[config.mk]
export PLATFORM = sky130hd
export DESIGN_NAME = pic_useq
export DESIGN_NICKNAME = d
export VERILOG_FILES = /design/src/pic_pkg.sv /design/src/pic_useq.sv
export SDC_FILE = /design/constraint.sdc
export NUM_CORES = 1
export LEC_CHECK = 0
export ABC_AREA = 1
export CELL_PAD_IN_SITES_DETAIL_PLACEMENT = 2
export CELL_PAD_IN_SITES_GLOBAL_PLACEMENT = 2
export CORE_ASPECT_RATIO = 1.4
export CORE_MARGIN = 2
export CORE_UTILIZATION = 36
export CTS_CLUSTER_DIAMETER = 120
export CTS_CLUSTER_SIZE = 16
export DETAILED_ROUTE_END_ITERATION = 8
export DONT_BUFFER_PORTS = 1
export PLACE_DENSITY_LB_ADDON = 0.1
export SYNTH_ARGS = -nofsm -noshare
export SYNTH_HDL_FRONTEND = slang
export SYNTH_SLANG_ARGS = --single-unit
export TNS_END_PERCENT = 50
[constraint.sdc]
create_clock -name clk -period 2.1 [get_ports clk]
set_clock_uncertainty 0.15 [all_clocks]
set_input_delay 0.21 -clock clk [delete_from_list [all_inputs] [get_ports clk]]
set_output_delay 0.21 -clock clk [all_outputs]
set_load 0.005 [all_outputs]
[src/pic_pkg.sv]
// Shared types, widths and constants for the predictive incremental controller.
package pic_pkg;

  localparam int DATA_W      = 31;
  localparam int DELTA_W     = 32;
  localparam int ALPHA_W     = 20;
  localparam int STEPS_W     = 8;
  localparam int WIN_W       = STEPS_W + 1;
  localparam int ASUM_W      = 17;
  localparam int BSUM_W      = 26;
  localparam int DEN_W       = 17;
  localparam int DEN2_W      = 26;
  localparam int MAG_W       = 32;
  localparam int GAIN_W      = 28;
  localparam int MUL_A_W     = 32;
  localparam int MUL_B_W     = 28;
  localparam int PROD_W      = MUL_A_W + MUL_B_W;
  localparam int DIV_NW      = 55;
  localparam int DIV_CW      = 6;
  localparam int T1_W        = 34;
  localparam int T2_W        = 37;
  localparam int DSUM_W      = 38;
  localparam int CSUM_W      = DATA_W + 2;
  localparam int CFG_IDX_W   = 2;
  localparam int CFG_DATA_W  = 31;

  localparam int FRAC_BITS   = 16;
  localparam int GAIN_EXTRA  = 8;
  localparam int TERM2_SHIFT = FRAC_BITS + GAIN_EXTRA;
  localparam int MIN_WINDOW  = 64;
  localparam int OUT_LIMIT   = 655360000;

  localparam logic [CFG_IDX_W-1:0] REG_ALPHA = 2'd0;
  localparam logic [CFG_IDX_W-1:0] REG_STEPS = 2'd1;
  localparam logic [CFG_IDX_W-1:0] REG_MIN   = 2'd2;
  localparam logic [CFG_IDX_W-1:0] REG_MAX   = 2'd3;

  typedef enum logic [3:0] {
    OP_NOP   = 4'd0,
    OP_LOAD  = 4'd1,
    OP_SETUP = 4'd2,
    OP_MAC   = 4'd3,
    OP_DEN   = 4'd4,
    OP_NUM1  = 4'd5,
    OP_TERM1 = 4'd6,
    OP_NUM2  = 4'd7,
    OP_TERM2 = 4'd8,
    OP_DELTA = 4'd9,
    OP_SUM   = 4'd10
  } op_t;

  typedef struct packed {
    logic in_fire;
    logic mac_last;
    logic div_busy;
    logic out_busy;
  } stat_t;

  typedef struct packed {
    logic        [ALPHA_W-1:0] alpha;
    logic        [STEPS_W-1:0] steps;
    logic signed [DATA_W-1:0]  min_out;
    logic signed [DATA_W-1:0]  max_out;
  } cfg_t;

endpackage

[src/pic_useq.sv]
// Microcode sequencer: step counter, control store and jump conditions.
module pic_useq (
  input  logic           clk,
  input  logic           rst_n,
  input  pic_pkg::stat_t stat,
  output pic_pkg::op_t   op
);

  typedef logic [3:0] step_t;

  typedef enum logic [2:0] {
    C_NEXT     = 3'd0,
    C_JUMP     = 3'd1,
    C_NO_IN    = 3'd2,
    C_MAC      = 3'd3,
    C_DIV      = 3'd4,
    C_OUT_BUSY = 3'd5
  } cond_t;

  typedef struct packed {
    pic_pkg::op_t op;
    cond_t        cond;
    step_t        tgt;
  } uword_t;

  localparam step_t S_IDLE  = 4'd0;
  localparam step_t S_SETUP = 4'd1;
  localparam step_t S_MAC   = 4'd2;
  localparam step_t S_DEN   = 4'd3;
  localparam step_t S_NUM1  = 4'd4;
  localparam step_t S_DIV1  = 4'd5;
  localparam step_t S_TERM1 = 4'd6;
  localparam step_t S_NUM2  = 4'd7;
  localparam step_t S_DIV2  = 4'd8;
  localparam step_t S_TERM2 = 4'd9;
  localparam step_t S_DELTA = 4'd10;
  localparam step_t S_SUM   = 4'd11;
  localparam step_t S_RET   = 4'd12;

  function automatic uword_t rom(input step_t a);
    uword_t w;
    unique case (a)
      S_IDLE:  w = '{pic_pkg::OP_LOAD,  C_NO_IN,    S_IDLE};
      S_SETUP: w = '{pic_pkg::OP_SETUP, C_NEXT,     S_IDLE};
      S_MAC:   w = '{pic_pkg::OP_MAC,   C_MAC,      S_MAC};
      S_DEN:   w = '{pic_pkg::OP_DEN,   C_NEXT,     S_IDLE};
      S_NUM1:  w = '{pic_pkg::OP_NUM1,  C_NEXT,     S_IDLE};
      S_DIV1:  w = '{pic_pkg::OP_NOP,   C_DIV,      S_DIV1};
      S_TERM1: w = '{pic_pkg::OP_TERM1, C_NEXT,     S_IDLE};
      S_NUM2:  w = '{pic_pkg::OP_NUM2,  C_NEXT,     S_IDLE};
      S_DIV2:  w = '{pic_pkg::OP_NOP,   C_DIV,      S_DIV2};
      S_TERM2: w = '{pic_pkg::OP_TERM2, C_NEXT,     S_IDLE};
      S_DELTA: w = '{pic_pkg::OP_DELTA, C_NEXT,     S_IDLE};
      S_SUM:   w = '{pic_pkg::OP_SUM,   C_OUT_BUSY, S_SUM};
      S_RET:   w = '{pic_pkg::OP_NOP,   C_JUMP,     S_IDLE};
      default: w = '{pic_pkg::OP_NOP,   C_JUMP,     S_IDLE};
    endcase
    return w;
  endfunction

  step_t  step_r, step_nxt;
  uword_t uw;
  logic   jump;

  assign uw = rom(step_r);
  assign op = uw.op;

  always_comb begin
    unique case (uw.cond)
      C_NEXT:     jump = 1'b0;
      C_JUMP:     jump = 1'b1;
      C_NO_IN:    jump = !stat.in_fire;
      C_MAC:      jump = !stat.mac_last;
      C_DIV:      jump = stat.div_busy;
      C_OUT_BUSY: jump = stat.out_busy;
      default:    jump = 1'b1;
    endcase
    step_nxt = jump ? uw.tgt : step_r + 1'b1;
  end

  always_ff @(posedge clk) begin
    if (!rst_n) begin
      step_r <= S_IDLE;
    end else begin
      step_r <= step_nxt;
    end
  end

endmodule

; ---- Word-level counts from Yosys, hierarchy flattened
; Memory sizes are Yosys's and may differ from the RTL's. A register that Yosys moved wholly into a read port is not among the register bits.
; Cells that the tools add are included.
[word_totals]
mem_bits_ro = 176
input_bits = 6
wordCells = 13
memories = 1
reg_bits = 4
[memory_table]
columns = memory, words, width, rd, rd_clocked_by_memory_dff, write_ports, line_no
row1 = (no name shown), 16, 11, 1, 1, 0, pic_useq.sv:42  ; unique case (a)
[op_classes]
n_mux = 3
n_eq_ne = 4
add_sub_neg = 1
n_reduce_logical = 3
[op_table]
columns = op, count
row1 = $mux W4, 2
row2 = $eq A3 B2 Y1 const B, 2
row3 = $eq A3 B3 Y1 const B, 2
row4 = $pmux W1 S5, 1
row5 = $add A4 B1 Y4 const B, 1
row6 = $logic_not A3 Y1, 1
row7 = $logic_not A1 Y1, 2

; ---- Logic depth before layout (Yosys ltp)
; Gate-level depths: netlist of the first run.
[logic_depth]
depth_word = 4
ltp_mapped = 13
mapped_depth_nobuf = 13

; ---- Least setup slack after synthesis of the first run
; No wires, ideal clock.
[synth_path]
kind = reg2reg
startpoint = register uw[5] (netlist name)
endpoint = register uw[8] (netlist name)
arrival_ps = 1436
path_slack_ps = 401
stages_incl_launch_ff = 12
setup_time_ps = 113
cell_sequence = dfxtp_1 > or2_1 > nand2_2 > nand2_4 > nand2_4 > nand2_2 > nand3_2 > ha_1 > inv_1 > nand2_1 > nand3_1 > nand2_1
[synth_via]
elab_chain_len = 4
word_cells_on_any_way = 8
classes_between = eq/ne: 4 / mux: 3 / reduce/logical: 1
[synth_lines]
columns = element, line_no
row1 = "$eq A3 B3 Y1, or another cell as far along", pic_useq.sv:69  ; unique case (uw.cond)
row2 = $pmux W1 S5 (*), pic_useq.sv:69
row3 = $mux W4 (*), pic_useq.sv:78  ; step_nxt = jump ? uw.tgt : step_r + 1'b1;
row4 = $mux W4 (no line) (*), n/a
; Mark *: on every way between the ends. The rest lies on a longest branch, timed or not.
; A chain may end at the register's enable or synchronous reset.

; ---- Worst setup path after layout of the first run
[layout_path]
startpoint = register uw[6] (netlist name)
endpoint = register uw[8] (netlist name)
[layout_via]
elab_chain_len = 4
word_cells_on_any_way = 8
classes_between = eq/ne: 4 / mux: 3 / reduce/logical: 1
[layout_lines]
columns = element, line_no
row1 = "$eq A3 B3 Y1, or another cell as far along", pic_useq.sv:69
row2 = $pmux W1 S5 (*), pic_useq.sv:69
row3 = $mux W4 (*), pic_useq.sv:78
row4 = $mux W4 (no line) (*), n/a
; Marks and branches as above.

==> results of run 1 <==
cell usage after synthesis (all sizes together):
library cell   n
nor2           6
o21ai          3
nand3         17
buf            4
ha             5
nand3b         1
xor2           2
nand2         29
or2            1
nor3           1
inv           18
dfxtp         15
routing by layer:
metal | vias up | track usage | wire (um)
met3 | 4 | 0.0203 | 38
met1 | 309 | 0.164 | 679
met5 | - | 0 | 0
met2 | 5 | 0.271 | 1070
met4 | 0 | 0.0662 | 31
li1 | 312 | - | -
sequential cells by signal (all words and copies together), names as in the netlist:
register / count
uw: 11
step_r: 4
logic make-up (layout without fill, tap and decap cells):
logic type	after synthesis	in the layout
buffers and inverters	22	24
XOR/XNOR	2	2
AO/OA/AOI/OAI	3	3
AND/OR/NAND/NOR	55	55
adder cells (fa/ha/maj)	5	5
flip-flops	15	15
where the power goes:
part | internal (mW) | total [mW] | leakage (nW) | switching, mW
Combinational | 0.281 | 0.844 | 0.332 | 0.562
Sequential | 0.403 | 0.469 | 0.124 | 0.0661
Clock | 0.0708 | 0.160 | 0.0177 | 0.0895
Total | 0.756 | 1.47 | 0.474 | 0.718
stage by stage:
stage	area [um^2]	hold slack, ns	utilization	total power, mW
6_report	931	-0.00545	0.398	1.47
5_1_grt	931	0.00551	0.398	1.61
4_1_cts	912	0.00496	0.390	1.49
3_5_place_dp	875	0.226	0.374	1.32
3_3_place_gp	875	0.224	0.374	1.29
2_1_floorplan	876	0.215	-	1.18
area by class of cell:
class                      instances  area, um^2
clock inverter                     1        5.00
sequential                        15         302
tap                               23        28.8
multi-input combinational         65         485
clock buffer                       3        22.5
timing repair buffer               2        20.0
fill                             284        1410
inverter                          18        67.6
final timing paths:
path                            cells after the start                    to  slack, ns
worst max-delay path                               12         uw[8]$_DFF_P_       0.18
worst min register to register                      4  step_r[1]$_SDFF_PN0_       0.48
worst min-delay path                                2  step_r[1]$_SDFF_PN0_     -0.005
worst max register to register                     12         uw[8]$_DFF_P_       0.18
worst max-delay path, delay by kind of cell, from the launching register on:
family | cells | cell delay [ns]
DFF | 1 | 0.37
adders and majority gates | 1 | 0.34
buffers and inverters | 2 | 0.15
and+or+nand+nor | 9 | 0.82
repair_timing:
item	in CTS	in global routing
resized for setup	0	2
hold buffers	1	1
endpoints found under the setup margin	0	2
endpoints found under the hold margin	2	1
==> summary.txt, run 1 <==
Power and ir drop
  – Maximum VDD drop: 0.543 mV
  – Pwr dens: 1580 mW/mm^2
  – Leak pwr: 0.474 nW

Route
  – DR vias/cell: 4.96
  – WL final: 1820 um
  – Post-route DRC: 0
  – Via count: 630
  – Iteration-0 DRC count of the detailed router: 1
  – TritonRoute pass-1 iters: 2
  – Remaining antenna violation count: 0
  – Routed wire length per instance: 14.3 um

Clock tree
  – Root Driver: clkbuf_4
  – Post-CTS Setup Repair Bufs: 0
  – Clock transition at the registers of the reported paths: 0.09 ns
  – Clock sinks: 15
  – CTS Buf Count: 3
  – CTS H-tree lvls: 1
  – Worst skew pair latency: 0.28 ns
  – Clk buf depth: 2
  – CTS tree: yes

Synthesis
  – Synth Cell Area: 876 um^2
  – Post-synthesis sequential area ratio: 0.343
  – Post-synth top area share: 0.343
  – Cells after Synth: 102
  – Register bit total from synthesis: 15
  – Simple-Gate Fraction of Synth Area: 0.437
  – Unique masters post-synth: 20
  – Mapped Nets: 113
  – Post-synthesis mux area share: 0
  – Largest family of logic cells by synthesized area: simple AND/OR/NAND/NOR gates
  – Ranking of synthesized cells by area: dfxtp_1, nand2_1, nand3_4
  – Adder-cell share of the synthesized area: 0.0714
  – Xor and xnor fraction of the mapped netlist area: 0.0200
  – Syn avg cell area: 8.59 um^2
  – Yosys warns: 0
  – Compound-gate portion of the synthesized area: 0.0171
  – Area leader, netlist: dfxtp_1

Timing
  – Slew Viols, Final: 0
  – Actual slew at the worst max-slew pin: 0.256 ns
  – Final setup violation count: 0
  – Tcrit/Tclk final: 0.915
  – Final WS setup: 0.179 ns
  – RSZ-0062 raised after global routing: false
  – Clock period minus worst slack: 1.92 ns
  – Slew margin rel.: 0.829
  – Setup tns final: 0 ns
  – WHS: -0.00545 ns
  – Final hold vios: 3
  – Max Freq: 0.521 GHz

Floorplanning
  – Effective utilization at floorplan: 0.375
  – Overall die height: 62.4 um
  – Chip width: 45.7 um
  – Placeable Area: 0.00234 mm^2
  – DIE AREA: 0.00285 mm^2
  – Row cnt: 21
  – # IOs: 10

Place
  – Detailed placement HPWL: 1490 um
  – I/O Buffers: 0
  – Placed cell count: 121
  – Gp weighted congestion: 0.727
  – Dpl ws: 0.112 ns

Global route
  – First-pass GRT wire length: 3150 um
  – Largest net degree at the start of global routing: 10
  – Number of global-route vias before repair: 705
  – Total grt overflow: 0
  – Tot GR Track Use: 0.151
  – Antenna violations before repair: 0

Critical path
  – WP data required: 2.14 ns
  – Max incr delay on CP: 0.37 ns
  – Startpoint type of the worst setup path: register
  – CP startpoint: uw[6]$_DFF_P_
  – Worst setup path class: register to register
  – Worst path slowest cell: dfxtp_1
  – Worst Path Arrival: 1.96 ns
  – Worst Setup End Kind: register
  – Critical path, cell by cell: inv_1 -> nand2_1 -> nand2_1 -> nand3_4 -> nand2_4 -> nand2_2 -> nand3_2 -> ha_1 -> inv_1 -> nand2_1 -> nand3_1 -> nand2_1
  – FF-to-FF Start: uw[6]$_DFF_P_
  – Critical Path Fanout Max: 5
  – Crit-path most repeated cell: nand2_1

Outcome
  – Violated checks: negative hold slack
  – Outcome: complete, but fails checks

Run
  – Max-cap violations: 0

Cells and area
  – Share of layout cells above drive strength 1: 0.298
  – Non-Filler Instances: 127
  – P&R area growth vs syn: 6.29%
  – Antenna diodes: 0
  – Commonest cells after routing, fill and taps aside: nand2_1, inv_1, dfxtp_1
  – Nets: 116
  – Commonest non-fill, non-tap cell in the layout: nand2_1

Min path
  – Hold Crit Class: input pin to register
  – HP Start: rst_n
No activity file was read; power rests on OpenSTA's default activity.
==> inputs of run 2 (changes only) <==
CTS_CLUSTER_DIAMETER = 50   (was 120)
SETUP_SLACK_MARGIN = 0.2   (was not set)
==> run 2 against run 1 <==
- the run still ends with negative hold slack left
- flip-flop and latch count did not move
- clock-buffer cell count unchanged
- worst setup slack gained 0.12 ns
- critical path depth fell by 2
==> summary.txt, run 2 (synthesized netlist as in run 1, its figures left out) <==
Outcome
  – Outcome: complete, but fails checks
  – Violated checks: negative hold slack

Global route
  – Grt met1 use: 0.177
  – Antenna violations before repair: 0
  – Met3 usage: 0.0174
  – Largest net degree at the start of global routing: 10
  – Number of global-route vias before repair: 717
  – Global route hottest layer: met2
  – First-pass GRT wire length: 3240 um
  – Tot GR Track Use: 0.156
  – M2 GR Usage: 0.275
  – Total grt overflow: 0

Timing
  – Final WS setup: 0.303 ns
  – Final hold vios: 2
  – Max Freq: 0.556 GHz
  – RSZ-0062 raised after global routing: false
  – Actual slew at the worst max-slew pin: 0.372 ns
  – Setup tns final: 0 ns
  – WHS: -0.00350 ns
  – Clock period minus worst slack: 1.80 ns
  – Slew Viols, Final: 0
  – Slew margin rel.: 0.751
  – Final setup violation count: 0
  – Tcrit/Tclk final: 0.856

Critical path
  – R2R cell count: 10
  – CP startpoint: uw[5]$_SDFF_PP0_
  – Worst Path Arrival: 1.83 ns
  – FF-to-FF Start: uw[5]$_SDFF_PP0_
  – Startpoint type of the worst setup path: register
  – WP data required: 2.13 ns
  – Worst Setup End Kind: register
  – Worst setup path class: register to register
  – Critical Path Fanout Max: 5

Route
  – Remaining antenna violation count: 0
  – Routed wire length per instance: 14.8 um
  – DR vias/cell: 4.99
  – Post-route DRC: 0
  – Iteration-0 DRC count of the detailed router: 3
  – WL final: 1930 um
  – Via count: 649
  – TritonRoute pass-1 iters: 4

Floorplanning
  – Chip width: 45.7 um
  – Row cnt: 21
  – # IOs: 10
  – DIE AREA: 0.00285 mm^2
  – Effective utilization at floorplan: 0.375
  – Placeable Area: 0.00234 mm^2
  – Overall die height: 62.4 um

Clock tree
  – Clock sinks: 15
  – Clock transition at the registers of the reported paths: 0.09 ns
  – CTS tree: yes
  – Worst skew pair latency: 0.28 ns
  – CTS Buf Count: 3
  – Root Driver: clkbuf_4
  – CTS H-tree lvls: 1
  – Clk buf depth: 2

Power and ir drop
  – Leak pwr: 0.494 nW
  – Pwr dens: 1630 mW/mm^2
  – Maximum VDD drop: 0.598 mV

Min path
  – HP Start: rst_n
  – Min-Delay Path Depth: 2
  – Hold Crit Class: input pin to register

Cells and area
  – Commonest cells after routing, fill and taps aside: nand2_1, inv_1, dfxtp_1
  – Commonest non-fill, non-tap cell in the layout: nand2_1
  – Share of layout cells above drive strength 1: 0.374
  – P&R area growth vs syn: 12.0%
  – Finished Core Util: 0.419
  – Max FFs per register: 11
  – Nets: 119
  – Antenna diodes: 0

Place
  – Detailed placement HPWL: 1490 um
  – Dpl ws: 0.112 ns
  – I/O Buffers: 0
  – Gp weighted congestion: 0.727

Run
  – Max-cap violations: 0
run 2: worst max-delay path, cell delays in order (launching register included):
cell	delay (ns)
dfxtp_2	0.35
or2_1	0.24
nand2_2	0.09
nand2_4	0.07
nand2_4	0.09
nand2_2	0.06
nand3_4	0.12
inv_2	0.06
ha_1	0.23
o21ai_1	0.17
nand2_1	0.06
run 2: report_power, final:
part,total (mW),switching [mW],internal [mW],leakage (nW)
Clock,0.164,0.0931,0.0708,0.0177
Sequential,0.473,0.0660,0.407,0.125
Combinational,0.965,0.608,0.357,0.352
Total,1.60,0.767,0.834,0.494
run 2: worst paths after layout:
path / endpoint / slack, ns
worst max register to register: uw[4]$_DFF_P_ / 0.30
worst max-delay path: uw[4]$_DFF_P_ / 0.30
worst min-delay path: uw[10]$_SDFF_PP0_ / -0.003
worst min register to register: step_r[2]$_SDFF_PN0_ / 0.53
run 2: per-stage QoR:
stage | instance area [um^2] | total power [mW] | cells
finish | 981 | 1.60 | 130
global route | 981 | 1.74 | 130
CTS | 936 | 1.53 | 126
global placement | 875 | 1.29 | 121
detailed placement | 875 | 1.32 | 121
floorplan | 876 | 1.18 | 102
run 2: repair_timing:
| item | CTS | global route |
|---|---|---|
| setup buffers | 0 | 4 |
| hold buffers | 1 | 0 |
| setup endpoints to repair | 4 | 4 |
| gates resized for setup | 6 | 2 |
| endpoints found under the hold margin | 4 | 0 |
| pin swaps | 0 | 1 |
run 2: layout make-up:
cell class	instances	area [um^2]
fillers	277	1360
multi-input cells	65	513
flip-flops and latches	15	304
inverters	18	67.6
repair buffers	5	40.0
well taps	23	28.8
clock buffers	3	22.5
clock inverters	1	5.00
run 2: layer usage:
metal	share of wire	up-vias
met5	0	-
met4	0.011	0
met3	0.018	2
met2	0.59	5
met1	0.39	321
li1	-	321
